`src/design/lkv_pkg.sv`:
```
`timescale 1ns / 1ps
// ----------------------------------------------------------------------------
// lkv_pkg
// Shared types and constants of the LRU key/value cache.
// ----------------------------------------------------------------------------
package lkv_pkg;

  localparam int ENTRIES_DEF  = 16;
  localparam int KEY_BITS_DEF = 16;
  localparam int DATA_W       = 32;
  localparam int CAP_W        = 5;
  localparam int PADDR_W      = 3;
  localparam int PDATA_W      = 32;

  localparam logic [CAP_W-1:0]   CAPACITY_RESET = 5'd16;
  localparam logic [PADDR_W-3:0] REG_CAPACITY   = 1'b0;

  localparam logic KIND_GET = 1'b0;
  localparam logic KIND_PUT = 1'b1;

  typedef enum logic [1:0] {
    ST_IDLE,
    ST_SCAN,
    ST_DECIDE,
    ST_UPDATE
  } lkv_state_t;

  typedef struct packed {
    logic meta_rd;
    logic meta_wr;
    logic val_rd;
    logic val_wr;
  } mem_ctl_t;

endpackage

```
`src/design/lru_key_value_cache_top.sv`:
```
`timescale 1ns / 1ps
// ----------------------------------------------------------------------------
// lru_key_value_cache_top
// Fully associative key/value cache with least-recently-used replacement.
//
//   channel   ports                                       handshake
//   input     in_kind, in_lookup_key, in_write_value      start high, busy low
//   result    out_hit, out_read_value, out_evicted        out_valid, one cycle
//   config    psel, penable, pwrite, paddr, pwdata,       APB, pready high
//             prdata, pready
//
// A get that misses ends with the decide step after the scan pass; every other
// item also takes an update pass. Both passes run over the entry memory,
// one entry a cycle.
// busy is high from the cycle after start until the cycle of out_valid, in
// which the next word may already start. The receiver cannot stall results.
// Reset is synchronous; it clears the valid bits and the fill count at once.
// ----------------------------------------------------------------------------
module lru_key_value_cache_top #(
  parameter int ENTRIES  = lkv_pkg::ENTRIES_DEF,
  parameter int KEY_BITS = lkv_pkg::KEY_BITS_DEF,
  localparam int IDX_W   = (ENTRIES > 1) ? $clog2(ENTRIES) : 1
) (
  input  logic                               clk,
  input  logic                               rst_n,
  input  logic                               start,
  output logic                               busy,
  input  logic                               in_kind,
  input  logic [KEY_BITS-1:0]                in_lookup_key,
  input  logic signed [lkv_pkg::DATA_W-1:0]  in_write_value,
  output logic                               out_valid,
  output logic                               out_hit,
  output logic signed [lkv_pkg::DATA_W-1:0]  out_read_value,
  output logic                               out_evicted,
  input  logic                               psel,
  input  logic                               penable,
  input  logic                               pwrite,
  input  logic [lkv_pkg::PADDR_W-1:0]        paddr,
  input  logic [lkv_pkg::PDATA_W-1:0]        pwdata,
  output logic [lkv_pkg::PDATA_W-1:0]        prdata,
  output logic                               pready
);
  import lkv_pkg::*;

  logic [CAP_W-1:0]    capacity_r, capacity_nxt;
  logic                cfg_wr;
  logic                cfg_sel_cap;
  mem_ctl_t            mem_ctl;
  logic [IDX_W-1:0]    meta_raddr;
  logic [IDX_W-1:0]    meta_waddr;
  logic [KEY_BITS-1:0] meta_wkey;
  logic [IDX_W-1:0]    meta_wrank;
  logic [KEY_BITS-1:0] meta_rkey;
  logic [IDX_W-1:0]    meta_rrank;
  logic [IDX_W-1:0]    val_addr;
  logic [DATA_W-1:0]   val_wdata;
  logic [DATA_W-1:0]   val_rdata;

  assign pready      = 1'b1;
  assign cfg_wr      = psel && penable && pwrite && pready;
  assign cfg_sel_cap = (paddr[PADDR_W-1:2] == REG_CAPACITY);

  always_comb begin
    capacity_nxt = capacity_r;
    if (cfg_wr && cfg_sel_cap) begin
      capacity_nxt = pwdata[CAP_W-1:0];
    end
  end

  always_ff @(posedge clk) begin
    if (!rst_n) begin
      capacity_r <= CAPACITY_RESET;
    end else begin
      capacity_r <= capacity_nxt;
    end
  end

  assign prdata = cfg_sel_cap ? PDATA_W'(capacity_r) : '0;

  lkv_ctrl #(
    .ENTRIES  (ENTRIES),
    .KEY_BITS (KEY_BITS)
  ) u_ctrl (
    .clk            (clk),
    .rst_n          (rst_n),
    .capacity       (capacity_r),
    .start          (start),
    .busy           (busy),
    .kind           (in_kind),
    .lookup_key     (in_lookup_key),
    .write_value    (in_write_value),
    .mem_ctl        (mem_ctl),
    .meta_raddr     (meta_raddr),
    .meta_waddr     (meta_waddr),
    .meta_wkey      (meta_wkey),
    .meta_wrank     (meta_wrank),
    .meta_rkey      (meta_rkey),
    .meta_rrank     (meta_rrank),
    .val_addr       (val_addr),
    .val_wdata      (val_wdata),
    .val_rdata      (val_rdata),
    .out_valid      (out_valid),
    .out_hit        (out_hit),
    .out_read_value (out_read_value),
    .out_evicted    (out_evicted)
  );

  lkv_store #(
    .ENTRIES  (ENTRIES),
    .KEY_BITS (KEY_BITS)
  ) u_store (
    .clk        (clk),
    .mem_ctl    (mem_ctl),
    .meta_raddr (meta_raddr),
    .meta_waddr (meta_waddr),
    .meta_wkey  (meta_wkey),
    .meta_wrank (meta_wrank),
    .meta_rkey  (meta_rkey),
    .meta_rrank (meta_rrank),
    .val_addr   (val_addr),
    .val_wdata  (val_wdata),
    .val_rdata  (val_rdata)
  );

endmodule

```
`src/design/lkv_store.sv`:
```
`timescale 1ns / 1ps
// ----------------------------------------------------------------------------
// lkv_store
// Entry memories: key and recency rank per entry, and the stored values.
// Both have one write port and one registered read port.
// ----------------------------------------------------------------------------
module lkv_store #(
  parameter int ENTRIES  = lkv_pkg::ENTRIES_DEF,
  parameter int KEY_BITS = lkv_pkg::KEY_BITS_DEF,
  localparam int IDX_W   = (ENTRIES > 1) ? $clog2(ENTRIES) : 1
) (
  input  logic                        clk,
  input  lkv_pkg::mem_ctl_t           mem_ctl,
  input  logic [IDX_W-1:0]            meta_raddr,
  input  logic [IDX_W-1:0]            meta_waddr,
  input  logic [KEY_BITS-1:0]         meta_wkey,
  input  logic [IDX_W-1:0]            meta_wrank,
  output logic [KEY_BITS-1:0]         meta_rkey,
  output logic [IDX_W-1:0]            meta_rrank,
  input  logic [IDX_W-1:0]            val_addr,
  input  logic [lkv_pkg::DATA_W-1:0]  val_wdata,
  output logic [lkv_pkg::DATA_W-1:0]  val_rdata
);
  import lkv_pkg::*;

  logic [KEY_BITS+IDX_W-1:0] meta_mem [ENTRIES];
  logic [DATA_W-1:0]         val_mem  [ENTRIES];
  logic [KEY_BITS+IDX_W-1:0] meta_rdata_r;
  logic [DATA_W-1:0]         val_rdata_r;

  always_ff @(posedge clk) begin
    if (mem_ctl.meta_wr) begin
      meta_mem[meta_waddr] <= {meta_wkey, meta_wrank};
    end
    if (mem_ctl.meta_rd) begin
      meta_rdata_r <= meta_mem[meta_raddr];
    end
  end

  always_ff @(posedge clk) begin
    if (mem_ctl.val_wr) begin
      val_mem[val_addr] <= val_wdata;
    end
    if (mem_ctl.val_rd) begin
      val_rdata_r <= val_mem[val_addr];
    end
  end

  assign meta_rkey  = meta_rdata_r[KEY_BITS+IDX_W-1:IDX_W];
  assign meta_rrank = meta_rdata_r[IDX_W-1:0];
  assign val_rdata  = val_rdata_r;

endmodule

```
`src/design/lkv_ctrl.sv`:
```
`timescale 1ns / 1ps
// ----------------------------------------------------------------------------
// lkv_ctrl
// Sequencer of the cache: a scan pass over the entry memory finds the key,
// the least recent entry and the first free slot, a decide step picks the
// action, and an update pass rewrites every rank and the target key.
// ----------------------------------------------------------------------------
module lkv_ctrl #(
  parameter int ENTRIES  = lkv_pkg::ENTRIES_DEF,
  parameter int KEY_BITS = lkv_pkg::KEY_BITS_DEF,
  localparam int IDX_W   = (ENTRIES > 1) ? $clog2(ENTRIES) : 1,
  localparam int CNT_W   = $clog2(ENTRIES + 1)
) (
  input  logic                               clk,
  input  logic                               rst_n,
  input  logic [lkv_pkg::CAP_W-1:0]          capacity,
  input  logic                               start,
  output logic                               busy,
  input  logic                               kind,
  input  logic [KEY_BITS-1:0]                lookup_key,
  input  logic signed [lkv_pkg::DATA_W-1:0]  write_value,
  output lkv_pkg::mem_ctl_t                  mem_ctl,
  output logic [IDX_W-1:0]                   meta_raddr,
  output logic [IDX_W-1:0]                   meta_waddr,
  output logic [KEY_BITS-1:0]                meta_wkey,
  output logic [IDX_W-1:0]                   meta_wrank,
  input  logic [KEY_BITS-1:0]                meta_rkey,
  input  logic [IDX_W-1:0]                   meta_rrank,
  output logic [IDX_W-1:0]                   val_addr,
  output logic [lkv_pkg::DATA_W-1:0]         val_wdata,
  input  logic [lkv_pkg::DATA_W-1:0]         val_rdata,
  output logic                               out_valid,
  output logic                               out_hit,
  output logic signed [lkv_pkg::DATA_W-1:0]  out_read_value,
  output logic                               out_evicted
);
  import lkv_pkg::*;

  localparam int CW = (CNT_W > CAP_W) ? CNT_W : CAP_W;

  lkv_state_t state_r, state_nxt;
  logic [CNT_W-1:0]   cnt_r, cnt_nxt;
  logic               pend_r, pend_nxt;
  logic [IDX_W-1:0]   pend_idx_r, pend_idx_nxt;
  logic [ENTRIES-1:0] valid_r, valid_nxt;
  logic [CNT_W-1:0]   fill_r, fill_nxt;
  logic               found_r, found_nxt;
  logic               vic_any_r, vic_any_nxt;
  logic               free_any_r, free_any_nxt;
  logic               set_valid_r, set_valid_nxt;
  logic               out_valid_r, out_valid_nxt;

  logic                kind_r, kind_nxt;
  logic [KEY_BITS-1:0] key_r, key_nxt;
  logic [DATA_W-1:0]   wval_r, wval_nxt;
  logic [IDX_W-1:0]    fslot_r, fslot_nxt;
  logic [IDX_W-1:0]    frank_r, frank_nxt;
  logic [IDX_W-1:0]    vslot_r, vslot_nxt;
  logic [IDX_W-1:0]    vrank_r, vrank_nxt;
  logic [IDX_W-1:0]    free_slot_r, free_slot_nxt;
  logic [IDX_W-1:0]    tgt_r, tgt_nxt;
  logic [IDX_W-1:0]    rthr_r, rthr_nxt;
  logic                age_all_r, age_all_nxt;
  logic                wkey_r, wkey_nxt;
  logic                evict_r, evict_nxt;
  logic                out_hit_r, out_hit_nxt;
  logic                out_evicted_r, out_evicted_nxt;
  logic [DATA_W-1:0]   out_read_value_r, out_read_value_nxt;

  logic             issuing;
  logic             last;
  logic             cur_valid;
  logic             cur_match;
  logic             is_tgt;
  logic [CW-1:0]    cap_ext;
  logic [CW-1:0]    cap_eff;
  logic             fill_ok;
  logic             dec_fill;
  logic             dec_evict;
  logic             dec_upd;
  logic [IDX_W-1:0] dec_slot;

  assign last      = (cnt_r == CNT_W'(ENTRIES));
  assign issuing   = !last;
  assign cur_valid = valid_r[pend_idx_r];
  assign cur_match = cur_valid && (meta_rkey == key_r);
  assign is_tgt    = (pend_idx_r == tgt_r);

  assign cap_ext = CW'(capacity);
  assign cap_eff = (cap_ext == '0) ? CW'(1) :
                   ((cap_ext > CW'(ENTRIES)) ? CW'(ENTRIES) : cap_ext);
  assign fill_ok = (CW'(fill_r) < cap_eff);

  assign dec_fill  = (kind_r == KIND_PUT) && !found_r && fill_ok && free_any_r;
  assign dec_evict = (kind_r == KIND_PUT) && !found_r && !dec_fill && vic_any_r;
  assign dec_upd   = found_r || dec_fill || dec_evict;
  assign dec_slot  = found_r ? fslot_r : (dec_fill ? free_slot_r : vslot_r);

  always_comb begin
    state_nxt = state_r;
    case (state_r)
      ST_IDLE: begin
        if (start) begin
          state_nxt = ST_SCAN;
        end
      end
      ST_SCAN: begin
        if (last) begin
          state_nxt = ST_DECIDE;
        end
      end
      ST_DECIDE: begin
        state_nxt = dec_upd ? ST_UPDATE : ST_IDLE;
      end
      ST_UPDATE: begin
        if (last) begin
          state_nxt = ST_IDLE;
        end
      end
      default: begin
        state_nxt = ST_IDLE;
      end
    endcase
  end

  always_comb begin
    cnt_nxt            = cnt_r;
    pend_nxt           = 1'b0;
    pend_idx_nxt       = cnt_r[IDX_W-1:0];
    valid_nxt          = valid_r;
    fill_nxt           = fill_r;
    found_nxt          = found_r;
    vic_any_nxt        = vic_any_r;
    free_any_nxt       = free_any_r;
    set_valid_nxt      = set_valid_r;
    out_valid_nxt      = 1'b0;
    kind_nxt           = kind_r;
    key_nxt            = key_r;
    wval_nxt           = wval_r;
    fslot_nxt          = fslot_r;
    frank_nxt          = frank_r;
    vslot_nxt          = vslot_r;
    vrank_nxt          = vrank_r;
    free_slot_nxt      = free_slot_r;
    tgt_nxt            = tgt_r;
    rthr_nxt           = rthr_r;
    age_all_nxt        = age_all_r;
    wkey_nxt           = wkey_r;
    evict_nxt          = evict_r;
    out_hit_nxt        = out_hit_r;
    out_evicted_nxt    = out_evicted_r;
    out_read_value_nxt = out_read_value_r;
    mem_ctl            = '0;
    meta_raddr         = cnt_r[IDX_W-1:0];
    meta_waddr         = pend_idx_r;
    meta_wkey          = (is_tgt && wkey_r) ? key_r : meta_rkey;
    meta_wrank         = meta_rrank;
    val_addr           = dec_slot;
    val_wdata          = wval_r;
    case (state_r)
      ST_IDLE: begin
        if (start) begin
          cnt_nxt      = '0;
          found_nxt    = 1'b0;
          vic_any_nxt  = 1'b0;
          free_any_nxt = 1'b0;
          kind_nxt     = kind;
          key_nxt      = lookup_key;
          wval_nxt     = write_value;
        end
      end
      ST_SCAN: begin
        mem_ctl.meta_rd = issuing;
        pend_nxt        = issuing;
        if (issuing) begin
          cnt_nxt = cnt_r + CNT_W'(1);
        end
        if (pend_r) begin
          if (cur_match) begin
            found_nxt = 1'b1;
            fslot_nxt = pend_idx_r;
            frank_nxt = meta_rrank;
          end
          if (cur_valid && (!vic_any_r || (meta_rrank > vrank_r))) begin
            vic_any_nxt = 1'b1;
            vslot_nxt   = pend_idx_r;
            vrank_nxt   = meta_rrank;
          end
          if (!cur_valid && !free_any_r) begin
            free_any_nxt  = 1'b1;
            free_slot_nxt = pend_idx_r;
          end
        end
      end
      ST_DECIDE: begin
        cnt_nxt        = '0;
        mem_ctl.val_rd = found_r && (kind_r == KIND_GET);
        mem_ctl.val_wr = (kind_r == KIND_PUT) && dec_upd;
        tgt_nxt        = dec_slot;
        rthr_nxt       = found_r ? frank_r : vrank_r;
        age_all_nxt    = dec_fill;
        wkey_nxt       = dec_fill || dec_evict;
        set_valid_nxt  = dec_fill;
        evict_nxt      = dec_evict;
        if (!dec_upd) begin
          out_valid_nxt      = 1'b1;
          out_hit_nxt        = 1'b0;
          out_evicted_nxt    = 1'b0;
          out_read_value_nxt = '0;
        end
      end
      ST_UPDATE: begin
        mem_ctl.meta_rd = issuing;
        pend_nxt        = issuing;
        if (issuing) begin
          cnt_nxt = cnt_r + CNT_W'(1);
        end
        mem_ctl.meta_wr = pend_r;
        if (is_tgt) begin
          meta_wrank = '0;
        end else if (cur_valid && (age_all_r || (meta_rrank < rthr_r))) begin
          meta_wrank = meta_rrank + IDX_W'(1);
        end
        if (last) begin
          if (set_valid_r) begin
            valid_nxt[tgt_r] = 1'b1;
            fill_nxt         = fill_r + CNT_W'(1);
          end
          out_valid_nxt      = 1'b1;
          out_hit_nxt        = found_r;
          out_evicted_nxt    = evict_r;
          out_read_value_nxt = (found_r && (kind_r == KIND_GET)) ? val_rdata : '0;
        end
      end
      default: begin
      end
    endcase
  end

  always_ff @(posedge clk) begin
    if (!rst_n) begin
      state_r     <= ST_IDLE;
      cnt_r       <= '0;
      pend_r      <= 1'b0;
      valid_r     <= '0;
      fill_r      <= '0;
      found_r     <= 1'b0;
      vic_any_r   <= 1'b0;
      free_any_r  <= 1'b0;
      set_valid_r <= 1'b0;
      out_valid_r <= 1'b0;
    end else begin
      state_r     <= state_nxt;
      cnt_r       <= cnt_nxt;
      pend_r      <= pend_nxt;
      valid_r     <= valid_nxt;
      fill_r      <= fill_nxt;
      found_r     <= found_nxt;
      vic_any_r   <= vic_any_nxt;
      free_any_r  <= free_any_nxt;
      set_valid_r <= set_valid_nxt;
      out_valid_r <= out_valid_nxt;
    end
  end

  always_ff @(posedge clk) begin
    pend_idx_r       <= pend_idx_nxt;
    kind_r           <= kind_nxt;
    key_r            <= key_nxt;
    wval_r           <= wval_nxt;
    fslot_r          <= fslot_nxt;
    frank_r          <= frank_nxt;
    vslot_r          <= vslot_nxt;
    vrank_r          <= vrank_nxt;
    free_slot_r      <= free_slot_nxt;
    tgt_r            <= tgt_nxt;
    rthr_r           <= rthr_nxt;
    age_all_r        <= age_all_nxt;
    wkey_r           <= wkey_nxt;
    evict_r          <= evict_nxt;
    out_hit_r        <= out_hit_nxt;
    out_evicted_r    <= out_evicted_nxt;
    out_read_value_r <= out_read_value_nxt;
  end

  assign busy           = (state_r != ST_IDLE);
  assign out_valid      = out_valid_r;
  assign out_hit        = out_hit_r;
  assign out_evicted    = out_evicted_r;
  assign out_read_value = out_read_value_r;

endmodule
```
`config.mk`:
```
export PLATFORM = sky130hd
export DESIGN_NAME = lru_key_value_cache_top
export DESIGN_NICKNAME = d
export VERILOG_FILES = /design/src/design/lkv_pkg.sv /design/src/design/lru_key_value_cache_top.sv /design/src/design/lkv_store.sv /design/src/design/lkv_ctrl.sv
export SDC_FILE = /design/constraint.sdc
export NUM_CORES = 1
export LEC_CHECK = 0
export BUFFER_PORTS_ARGS = -buffer_cell sky130_fd_sc_hd__buf_2
export CAP_MARGIN = 20
export CORE_UTILIZATION = 54
export CTS_CLUSTER_DIAMETER = 60
export CTS_CLUSTER_SIZE = 40
export DETAILED_ROUTE_END_ITERATION = 12
export HOLD_SLACK_MARGIN = 0.06
export PLACE_DENSITY_LB_ADDON = 0.1
export SLEW_MARGIN = 20
export SYNTH_ARGS = -nofsm -noshare
export SYNTH_HDL_FRONTEND = slang
export SYNTH_SLANG_ARGS = --single-unit
```
`constraint.sdc`:
```
create_clock -name clk -period 11.3 [get_ports clk]
set_clock_uncertainty 0.15 [all_clocks]
set_input_delay 1.13 -clock clk [delete_from_list [all_inputs] [get_ports clk]]
set_output_delay 1.13 -clock clk [all_outputs]
set_load 0.01 [all_outputs]
```
Word-level counts from Yosys, hierarchy flattened
Memory sizes are Yosys's and may differ from the RTL's. A register that Yosys moved wholly into a read port is not among the register bits.
Cells that the tools add are included.
- register bits: 157
- RAM bits: 832
- bits of input ports: 90
- output and inout port bits: 69
- memories kept: 2
- memory list (memory ; words ; width ; rd ports ; clocked after Yosys merged registers in ; wr ports ; line ; RTL):
    u_store.val_mem ; 16 ; 32 ; 1 ; 1 ; 1 ; lkv_store.sv:27 ; logic [DATA_W-1:0] val_mem [ENTRIES];
    u_store.meta_mem ; 16 ; 20 ; 1 ; 1 ; 1 ; lkv_store.sv:26 ; logic [KEY_BITS+IDX_W-1:0] meta_mem [ENTRIES];
- add/subtract/negate cells: 3
- order comparisons: 7
- equal/unequal tests: 15
- mux-type cells: 51
- bitwise logic cells: 3
- reductions and logical operators: 44
- operators with widths (operator ; number):
    32-bit two-way mux ; 3
    32-bit case mux with 2 select lines ; 1
    5-bit two-way mux ; 5
    4-bit two-way mux ; 6
    1-bit two-way mux ; 20
    3-bit AND reduction ; 6
    16-bit equality test ; 1
    1-bit logical AND ; 16
    16-bit two-way mux ; 1
    16-bit OR ; 1
    5-bit case mux with 3 select lines ; 1
    2-bit by 1-bit != test with 1-bit output, second input constant ; 6
    1-bit case mux with 2 select lines ; 6
    4-bit AND reduction ; 3
    5-bit by 1-bit adder with 5-bit output, second input constant ; 2
    4-bit by 5-bit less-than comparator with 1-bit output, second input constant ; 2
    2-bit two-way mux ; 5
    2-bit case mux with 4 select lines ; 1
    1-bit logical NOT ; 6
    2-bit != test, second input constant ; 3
    2-bit nonzero test ; 3
    5-bit equality test, second input constant ; 1
    5-bit > comparator, second input constant ; 1
    5-bit logical NOT ; 1
    other kinds (15) ; 22

Depth between registers and ports, before layout
Gate-level depths: netlist (run 1).
- depth after elaboration: 14
- gate-level depth with buffers: 15
- depth with buffers taken out: 13

By module
From an unflattened synthesis (run 1), not the netlist that was laid out.
- cell total of the unflattened synthesis: 1889
- area total of the unflattened synthesis: 39555.4 µm²
- by module, submodules not included (module ; instances ; cells each ; area each (µm²) ; sequential area each (µm²)):
    lkv_store ; 1 ; 1374 ; 32830.2 ; 26545.5
    lkv_ctrl ; 1 ; 457 ; 6246.0 ; 4184.0
    lru_key_value_cache_top ; 1 ; 58 ; 479.2 ; 100.1

Worst setup path before layout (run 1)
Ideal clock, no wire load.
- kind: register to register
- from: register capacity_r[4]
- to: memory u_store.val_mem[10][0] (enable)
- setup time: 0.421 ns
- arrival: 3.748 ns
- slack: 6.981 ns
- stages on the path, launching flop included: 15
- buffers on the path: 2
- period minus slack after synthesis: 4.319 ns
- cell sequence: dfxtp_1 > inv_1 > nand2_1 > ha_1 > o21a_1 > o2111ai_1 > o211ai_4 > inv_4 > mux2i_4 > nand2_4 > buf_6 > buf_2 > nor2_1 > nand2_1 > nor2_1
- cells in the longest elaborated chain, start to end: 14
- elaborated cells between the ends (all ways): 18
- classes of those cells: order compare: 2; mux: 7; reduce/logical: 9
- ends and longest elaborated chain (item ; line ; RTL):
    start: declaration ; lru_key_value_cache_top.sv:45 ; logic [CAP_W-1:0] capacity_r, capacity_nxt;
    start signal: assignment ; lru_key_value_cache_top.sv:74 ; capacity_r <= capacity_nxt;
    5-bit > comparator ; lkv_ctrl.sv:91 ; ((cap_ext > CW'(ENTRIES)) ? CW'(ENTRIES) : cap_ext);
    5-bit two-way mux ; lkv_ctrl.sv:91 ;
    5-bit two-way mux (*) ; lkv_ctrl.sv:90 ; assign cap_eff = (cap_ext == '0) ? CW'(1) :
    5-bit less-than comparator (*) ; lkv_ctrl.sv:92 ; assign fill_ok = (CW'(fill_r) < cap_eff);
    1-bit logical AND (*) (2 in a row) ; lkv_ctrl.sv:94 ; assign dec_fill = (kind_r == KIND_PUT) && !found_r && fill_ok && free_any_r;
    named net u_ctrl.dec_fill ; lkv_ctrl.sv:78 ; logic dec_fill;
    1-bit logical NOT ; lkv_ctrl.sv:95 ; assign dec_evict = (kind_r == KIND_PUT) && !found_r && !dec_fill && vic_any_r;
    1-bit logical AND (2 in a row) ; lkv_ctrl.sv:95 ;
    1-bit logical OR ; lkv_ctrl.sv:96 ; assign dec_upd = found_r || dec_fill || dec_evict;
    1-bit logical AND ; lkv_ctrl.sv:198 ; mem_ctl.val_wr = (kind_r == KIND_PUT) && dec_upd;
    2-bit two-way mux ; lkv_ctrl.sv:160 ; case (state_r)
    1-bit two-way mux ; lkv_store.sv:41 ; if (mem_ctl.val_wr) begin
    1-bit two-way mux (implied by the code) ; lkv_store.sv:42 ; val_mem[val_addr] <= val_wdata;
    end: declaration ; lkv_store.sv:27 ;
The timed path passes the listed nets; every way through them passes the cells marked *.

Final worst setup path (run 1)
- from: register capacity_r[4]
- to: memory u_store.val_mem[9][18] (enable)
- cells in the longest elaborated chain, start to end: 14
- elaborated cells between the ends (all ways): 18
- classes of those cells: order compare: 2; mux: 7; reduce/logical: 9
- ends and longest elaborated chain (item ; line):
    5-bit > comparator ; lkv_ctrl.sv:91
    5-bit two-way mux ; lkv_ctrl.sv:91
    5-bit two-way mux (*) ; lkv_ctrl.sv:90
    5-bit less-than comparator (*) ; lkv_ctrl.sv:92
    1-bit logical AND (*) (2 in a row) ; lkv_ctrl.sv:94
    1-bit logical NOT ; lkv_ctrl.sv:95
    1-bit logical AND (2 in a row) ; lkv_ctrl.sv:95
    1-bit logical OR ; lkv_ctrl.sv:96
    1-bit logical AND ; lkv_ctrl.sv:198
    2-bit two-way mux ; lkv_ctrl.sv:160
    1-bit two-way mux ; lkv_store.sv:41
    1-bit two-way mux (implied by the code) ; lkv_store.sv:42
Every way passes the cells marked *; elsewhere a longest branch is shown, timed or not.

==> results by stage, run 1 <==
Placement:
- During placement, the flow inserted port buffers numbering 101.
- After detailed placement, the design holds a cell count of 3,392.
- The detailed-placement wirelength estimate is 48,600 um.
- The congestion estimate from routability-driven global placement came to 0.756.

Critical path:
- The cell that appears most often on the critical path is sky130_fd_sc_hd__buf_4.
- The family with the most delay on the worst path is buffers and inverters.
- The data arrival at the endpoint of the critical path is 6600 ps.
- The startpoint type of the worst setup path is a flop.
- Traced cell by cell, the critical path runs through inv_1 > nand2_1 > ha_1 > o21a_1 > o2111ai_1 > o2111ai_1 > o211ai_4 > buf_4 > nand2_4 > clkinv_2 > buf_4 > nand2_1 > nor2_4 > buf_4.
- The critical setup path kind is reg2reg.
- Of all nets on the critical path, the largest fanout is 65.
- The library cell contributing the largest single delay on the critical path is sky130_fd_sc_hd__buf_4.
- Counting both buffers and inverters, the worst setup path holds a total of 5.
- The type of destination of the critical path is a flop.
- The largest single stage delay on the critical path is 750 ps.
- The worst endpoint required time is 11,440 ps.

Clock tree:
- The number of sinks driven by the clock tree is 1,041.
- The post-cts hold buffer count is 0.
- The root buffer selected by CTS is sky130_fd_sc_hd__clkbuf_16.
- TritonCTS built the clock tree.
- The clock reaches the later pin of the worst-skew pair after 640 ps.
- The number of buffers added by the clock tree synthesis step is 72.
- The H-tree generated during clock tree synthesis spans 3 levels.
- In this run the deepest clock path goes through 3 buffers.
- Post-CTS timing repair inserted 0 buffers for setup.
- The clock slew seen by the registers of the worst setup and hold paths is 80 ps.
- The number of gates given a new drive strength after cts is 0.

Die:
- The initialized floorplan defines 100 standard-cell rows.
- The die covers 76,700 sq um.
- Pin placement for this block handled 159 I/O pins.
- The initial utilization of the core area, before any placement, comes to 54.7%.
- In this run the vertical extent of the chip is 277 um.
- The width of the die is 277 um.
- The area inside the core boundary is 74,600 sq um.

Synthesis:
- The number of register bits inferred by synthesis is 1,041.
- The synthesized design devotes to its leading area cell type 73.4% of total area.
- After synthesis, the cell types taking the most area are sky130_fd_sc_hd__edfxtp_1 (73%), sky130_fd_sc_hd__mux4_2 (5.8%), sky130_fd_sc_hd__dfxtp_1 (2.1%).
- Averaged over all synthesized cells, the footprint is 16.8 sq um.
- The count of flip-flops with a built-in enable after synthesis is 998.
- The proportion of synthesized flip-flops having asynchronous set or reset is 0%.
- In this run the cell area of the synthesized design comes to 40,800 sq um.
- The portion of the post-synthesis area used by sequential elements is 75.5%.
- The number of warnings issued by yosys is 0.
- The cell count after synthesis came out at 2,433.
- In the synthesized netlist the dominant register cell turns out to be sky130_fd_sc_hd__edfxtp_1.
- Of all cell types, the one taking the most synthesized area is sky130_fd_sc_hd__edfxtp_1.
- The number of distinct library cell variants in the gate-level netlist after synthesis is 59.

Layout:
- The proportion of layout cells with a drive suffix above 1 is 18.5%.
- The layout overhead on the synthesized area is 10.2%.
- Cells fill 60.3% of the core in the end.
- Summing all multi-input logic gate instances after layout gives 9180 sq um.
- Excluding fillers, the count of instances in the completed layout stands at 3,524.
- The filler cell count is 5,523.
- The library cells used most frequently in the layout, excluding fill and tap cells, are sky130_fd_sc_hd__edfxtp_1 (998), sky130_fd_sc_hd__o21ai_0 (136), sky130_fd_sc_hd__nand2_1 (130).
- The leading cell type in the layout, fill and taps excluded is sky130_fd_sc_hd__edfxtp_1.
- The net total in the final layout is 2,602.
- The repair_antennas step left the layout with diodes totalling 0.
- Across the whole layout, storage elements account for 30,800 sq um.

Detailed routing:
- For this block, the initial DRC count from the detailed router was 2,177.
- Dividing the detail-routed via count by the number of cells gives 6.28.
- The remaining antenna violation count after routing is 0.
- Dividing the detail-routed wire length by the instance count gives 27.2 um.
- The routed layout has 22,125 vias.
- The DRC violations left is 0.
- The final layout contains routed wiring with a total length of 95,800 um.
- The first-pass iteration count of the detailed router is 6.

Outcome:
- The run finished with clean final reports.

Timing:
- The count of final max-slew check failures is 0.
- In this run the tightest slew margin relative to its limit is 26.2%.
- The final critical path takes up 57.1% of the cycle.
- Based on the critical path, the design can be clocked at up to 0.155 GHz.
- At the pin with the least slew margin, the transition time is 1110 ps.
- The number of endpoints with negative hold slack in the final report is 0.
- Setup violations remaining at the end of the flow were counted as 0.
- The tightest hold path in the finished design has a slack of 317 ps.
- The time the worst path needs with I/O delays and setup is 6460 ps.
- Setup total negative slack on the finished layout was measured at 0 ps.
- Setup repair after global routing left no endpoint under its margin.

GRT:
- The first global-routing pass estimated 142,000 um of wire.
- The final global-route overflow total is 0.
- The met2 usage in global routing is 43.2%.
- The most heavily used metal layer in global routing is met2.
- In the global route stage, met1 resource usage came out at 32.8%.
- The number of antenna violations at the first check in global routing was 3.
- The met3 capacity usage during global routing is 4.02%.
- Entering global routing, the biggest net connects 89 pins.
- Global routing used 25.1% of the available tracks.
- The via count of the first global-routing pass is 22,183.

Pwr:
- The power density relative to cell area is 161 nW/um^2.
- Summing internal, switching and leakage power gives 7.26 mW.
- The leakage power summed over all cells is 14.5 nW.
- The worst-case IR drop observed on VDD is 0.180 mV.

Job:
- The max capacitance violation total is 0.

Min path:
- The path class of the lowest-slack min-delay path is reg2reg.
[metal layers]
metal  wire length [um]  vias to the layer above  part of all wire, %
met5                 27                        -                0.028
met4               2930                        4                  3.1
met3               5350                      179                  5.6
met2              49100                      745                   51
met1              38400                    11478                   40
li1                   -                     9719                    -
[cell usage after synthesis, types with 3 or more instances]
library cell,n
sky130_fd_sc_hd__o211ai_1,65
sky130_fd_sc_hd__clkbuf_1,96
sky130_fd_sc_hd__nor3_1,9
sky130_fd_sc_hd__nor2b_1,16
sky130_fd_sc_hd__xor2_1,21
sky130_fd_sc_hd__buf_4,32
sky130_fd_sc_hd__a22o_1,33
sky130_fd_sc_hd__nand2_1,130
sky130_fd_sc_hd__a21oi_1,105
sky130_fd_sc_hd__and2_1,41
sky130_fd_sc_hd__edfxtp_1,998
sky130_fd_sc_hd__nor2_1,61
sky130_fd_sc_hd__a211o_1,32
sky130_fd_sc_hd__nand2b_1,10
sky130_fd_sc_hd__xnor2_1,9
sky130_fd_sc_hd__or3_1,4
sky130_fd_sc_hd__inv_1,50
sky130_fd_sc_hd__ha_1,15
sky130_fd_sc_hd__a211oi_1,33
sky130_fd_sc_hd__mux4_2,105
sky130_fd_sc_hd__nor4_1,5
sky130_fd_sc_hd__nand3_1,100
sky130_fd_sc_hd__o21ai_0,136
sky130_fd_sc_hd__nand4_1,6
sky130_fd_sc_hd__mux2_2,17
sky130_fd_sc_hd__buf_1,20
sky130_fd_sc_hd__mux2i_1,7
sky130_fd_sc_hd__buf_2,50
sky130_fd_sc_hd__and3_1,34
sky130_fd_sc_hd__dfxtp_1,43
sky130_fd_sc_hd__a21o_1,3
sky130_fd_sc_hd__a32oi_1,96
sky130_fd_sc_hd__o21a_1,17
[flip-flops by register name, indices dropped and copies added, names as in the netlist, 5 cells and up]
register	flops
u_ctrl.fill_r	5
u_ctrl.valid_r	16
u_ctrl.key_r	16
u_ctrl.out_read_value	32
u_ctrl.cnt_r	5
u_store.meta_mem	320
u_store.val_rdata	32
u_store.val_mem	512
capacity_r	5
u_ctrl.val_wdata	32
u_store.meta_rdata_r	20
[through the flow]
| stage | area (sq um) | setup WS, ps |
|---|---|---|
| 5_1_grt | 45000 | 4560 |
| 3_3_place_gp | 42400 | 5130 |
| 3_5_place_dp | 42400 | 4850 |
| 6_report | 45000 | 4840 |
| 4_1_cts | 45000 | 4830 |
| 2_1_floorplan | 40900 | 6980 |
[kinds of logic (layout without fill, tap and decap cells)]
| kind of cell | count (synthesis) | count (layout) | synth area share, % |
|---|---|---|---|
| DFF | 1041 | 1041 | 75.5 |
| xor gates and xnor gates | 30 | 30 | 0.644 |
| adders and majority gates | 15 | 15 | 0.460 |
| and+or+nand+nor | 427 | 427 | 5.09 |
| AOI/OAI and AO/OA | 535 | 535 | 8.95 |
| buffers and inverters | 253 | 349 | 2.82 |
| other | 2 | 28 | 0.0184 |
| muxes | 130 | 130 | 6.49 |
[cell type report]
type                            instances  area share (%)
Clock buffer                           80            4.33
Clock inverter                         52            1.32
Inverter                               53           0.459
Multi-Input combinational cell       1165            20.4
Sequential cell                      1041            68.6
Tap cell                              969            2.70
Timing Repair Buffer                  164            2.21
[worst reg2reg max path: stages (launching register included)]
cell	delay, ps
sky130_fd_sc_hd__dfxtp_1	320
sky130_fd_sc_hd__inv_1	170
sky130_fd_sc_hd__nand2_1	90
sky130_fd_sc_hd__ha_1	320
sky130_fd_sc_hd__o21a_1	120
sky130_fd_sc_hd__o2111ai_1	350
sky130_fd_sc_hd__o2111ai_1	350
sky130_fd_sc_hd__o211ai_4	170
sky130_fd_sc_hd__buf_4	520
sky130_fd_sc_hd__nand2_4	510
sky130_fd_sc_hd__clkinv_2	540
sky130_fd_sc_hd__buf_4	790
sky130_fd_sc_hd__nand2_1	520
sky130_fd_sc_hd__nor2_4	670
sky130_fd_sc_hd__buf_4	530
[path summary, 6_finish.rpt]
check | endpoint | slack [ps] | start | cells after the start
setup / recovery | u_store.val_mem[9][18] | 4840 | capacity_r[4] | 14
hold / removal | u_ctrl.valid_r[9] | 320 | u_ctrl.valid_r[9] | 1
setup reg to reg | u_store.val_mem[9][18] | 4840 | capacity_r[4] | 14
hold reg to reg | u_ctrl.valid_r[9] | 320 | u_ctrl.valid_r[9] | 1
[where the power goes]
part | leakage [nW] | total, mW | switching (mW) | internal (mW)
combinational | 3.92 | 0.161 | 0.0911 | 0.0703
clock | 1.23 | 2.81 | 1.42 | 1.39
sequential | 9.36 | 4.29 | 0.0479 | 4.24
(Power assumes the default switching activity.)
==> run 2, diff against run 1 <==
==> constraint.sdc (replaced) <==
create_clock -name clk -period 5.7 [get_ports clk]
set_clock_uncertainty 0.15 [all_clocks]
set_input_delay 0.57 -clock clk [delete_from_list [all_inputs] [get_ports clk]]
set_output_delay 0.57 -clock clk [all_outputs]
set_load 0.01 [all_outputs]
==> results by stage, run 2 (synthesized netlist as in run 1, its figures left out) <==
Outcome:
- The run finished with clean final reports.

GRT:
- The via count of the first global-routing pass is 22,433.
- The pin count of the biggest net entering global routing is 135.
- Global routing used 24.8% of the available tracks across all layers.
- After global routing the overflow that remains totals 0.
- The number of antenna violations at the first check in global routing was 4.
- The first-pass GRT wire length is 142,000 um.

Pwr:
- Net switching is 21.7% of the power.
- Summed over all cells, the static leakage comes to 14.7 nW.
- The power density relative to cell area is 315 nW/um^2.
- The largest vdd supply drop is 0.304 mV.
- The clock share of power is 38.3%.
- The combinational power share is 2.4%.
- The switching power of the nets is 3.12 mW.
- Internal power comes to 11.2 mW.
- Registers are responsible for 59.3% of the overall power.

Critical path:
- STA classifies the critical path startpoint as a flop.
- The origin of the worst setup path is capacity_r[4].
- The critical setup path kind is reg2reg.
- STA classifies the critical path endpoint as a flop.
- The worst endpoint required time is 5890 ps.
- The maximum fanout along the worst path is 55.
- In this run the critical register-to-register path is launched from capacity_r[4].
- The library cell contributing the largest single delay on the critical path is sky130_fd_sc_hd__nor2_4.
- Traced cell by cell, the critical path runs through inv_1 > nand2_1 > ha_1 > o21a_1 > o2111ai_1 > o2111ai_1 > o211ai_4 > nand2_4 > clkinv_2 > buf_4 > nand2_1 > nor2_4 > buf_12.
- For this run, the slowest stage of the critical path takes 630 ps.
- The data arrival at the endpoint of the critical path is 4840 ps.

Die:
- The die boundary height is 277 um.
- The total I/O pin count is 159.
- The initialized floorplan defines 100 standard-cell rows.
- The area inside the core boundary is 74,600 sq um.
- Measured along the x axis, the die boundary spans 277 um.
- The initial core utilization is 54.7%.
- The full die area is 76,700 sq um.

Placement:
- The final estimated routing congestion in global placement is 0.777.
- The wire-length estimate of the detail-placed layout is 50,100 um.
- Buffers placed on the I/O ports in this run total 101.

Timing:
- On the final layout, the worst hold slack is 229 ps.
- The number of endpoints with negative hold slack in the final report came to 0.
- The count of final max-slew check failures is 0.
- Setup violations remaining at the end of the flow were counted as 0.
- In the finished design, the share of the clock period the worst path needs comes to 81.5%.
- Setup repair after global routing left no endpoint under its margin.
- The pin slew with the least headroom to its limit is 1120 ps.
- In this run the tightest slew margin relative to its limit is 25.2%.
- After layout, the minimum clock period comes to 4650 ps.
- Timing would allow up to 0.215 GHz.
- Adding up every negative setup slack in the final design gives 0 ps.

Detailed routing:
- The routed length per placed instance is 26.5 um.
- The DRC violations left is 0.
- Dividing the detail-routed via count by the number of cells gives 6.22.
- The final route contains 22,305 vias.
- After detailed routing, the total wire length is 95,000 um.
- The detail route stage leaves a number of antenna-violating nets equal to 0.
- After the first detailed-routing iteration, the DRC count stood at 2,111.
- For this run, the detailed router's first-pass iteration total came to 5.

Clock tree:
- The number of setup buffers added after CTS is 0.
- The largest buffer count on any clock path is 3.
- The clock slew seen by the registers of the worst setup and hold paths is 80 ps.
- For this design, the CTS-stage hold fixing added 54 buffers.
- The number of sinks driven by the clock tree is 1,041.
- The root buffer selected by CTS is sky130_fd_sc_hd__clkbuf_16.
- The number of gates resized after CTS was 0.
- The clock latency on the worst-skew pair is 640 ps.
- TritonCTS created 73 clock buffers.
- The CTS tree is yes.
- The depth of the CTS H-tree is 3.

Layout:
- In the final layout, the multi-input gates occupy 9180 sq um.
- The leading cell type in the layout, fill and taps excluded is sky130_fd_sc_hd__edfxtp_1.
- The register with the most flip-flops in the layout has 512 of them.
- The top cell types in the final layout, fill and taps aside, are sky130_fd_sc_hd__edfxtp_1 (998), sky130_fd_sc_hd__o21ai_0 (136), sky130_fd_sc_hd__nand2_1 (130).
- The register name with the most flops is u_store.val_mem.
- In the final layout, the registers with the most flip-flops are u_store.val_mem x512, u_store.meta_mem x320.
- Summing all flip-flop and latch instances after layout gives 30,800 sq um.
- The filler cell count is 5,411.
- At the end of the flow, the number of nets in the layout was 2,661.
- Of the cells placed in the final design, the portion with a size suffix greater than 1 is 18.2%.
- Relative to the synthesized area, the layout overhead comes to 11.7%.

Min path:
- The launch instance of the worst min-delay path is rst_n.
- The path class of the lowest-slack min-delay path is in2reg.

Job:
- Max-cap violations in this run came to 0.
run 2: cell count changes in the layout (fill, tap and decap cells not counted), moves of 2 or more:
| cell | before | now |
|---|---|---|
| sky130_fd_sc_hd__inv_6 | 13 | 9 |
| sky130_fd_sc_hd__buf_12 | 1 | 8 |
| sky130_fd_sc_hd__bufinv_16 | 3 | 1 |
| sky130_fd_sc_hd__clkinv_2 | 9 | 5 |
| sky130_fd_sc_hd__dlygate4sd3_1 | 0 | 54 |
| sky130_fd_sc_hd__clkinv_1 | 2 | 4 |
| sky130_fd_sc_hd__inv_12 | 3 | 5 |
| sky130_fd_sc_hd__buf_4 | 61 | 59 |
| sky130_fd_sc_hd__clkinv_4 | 3 | 5 |
| sky130_fd_sc_hd__inv_8 | 6 | 10 |
| sky130_fd_sc_hd__clkinvlp_4 | 5 | 9 |
| sky130_fd_sc_hd__clkinv_8 | 9 | 5 |
run 2: critical path, delay by kind of cell (launching register included):
family / cells / cell delay, ps
AND/OR/NAND/NOR: 4 / 1390
buffers and inverters: 4 / 1170
AO/OA/AOI/OAI: 4 / 950
flip-flops: 1 / 320
adder cells (fa/ha/maj): 1 / 310
run 2: area by class of cell:
cell class	count	share of cell area, %
diodes	1	0.00549
clock buffers	80	4.25
clock inverters	53	1.24
inverters	53	0.453
multi-input cells	1165	20.1
flip-flops and latches	1041	67.6
well taps	969	2.66
repair buffers	222	3.62
run 2: path summary, 6_finish.rpt:
path / depth (start not counted) / slack (ps) / to
worst max-delay path: 13 / 1050 / u_store.val_mem[5][9]
worst min-delay path: 2 / 230 / capacity_r[4]
worst max register to register: 13 / 1050 / u_store.val_mem[5][9]
worst min register to register: 1 / 320 / u_ctrl.valid_r[9]
run 2: metrics by stage:
step | cells | total power [mW] | worst slack (ps) | utilization [%] | instance area (sq um)
3_5_place_dp | 3396 | 9.01 | 1060 | 57.0 | 42500
3_3_place_gp | 3396 | 9.00 | 1140 | 57.0 | 42500
5_1_grt | 3583 | 14.8 | 740 | 61.1 | 45600
4_1_cts | 3583 | 14.5 | 1030 | 61.1 | 45600
2_1_floorplan | 2459 | 8.89 | 1380 | - | 40900
6_report | 3584 | 14.4 | 1050 | 61.1 | 45600
run 2: routing by layer:
layer | share of wire, % | wire (um) | up-vias | GRT usage (%)
li1 | - | - | 9834 | -
met1 | 39 | 37400 | 11506 | 32.3
met2 | 52 | 49700 | 799 | 43.9
met3 | 5.8 | 5490 | 160 | 3.32
met4 | 2.4 | 2330 | 6 | 6.67
met5 | 0.037 | 35 | - | 0
run 2: power groups by stage:
stage               clock network [mW]  registers [mW]  logic, mW
finish                            5.51            8.52      0.340
global route                      5.85            8.53      0.370
CTS                               5.61            8.52      0.347
detailed placement                   0            8.70      0.316
global placement                     0            8.69      0.308
floorplan                            0            8.63      0.253
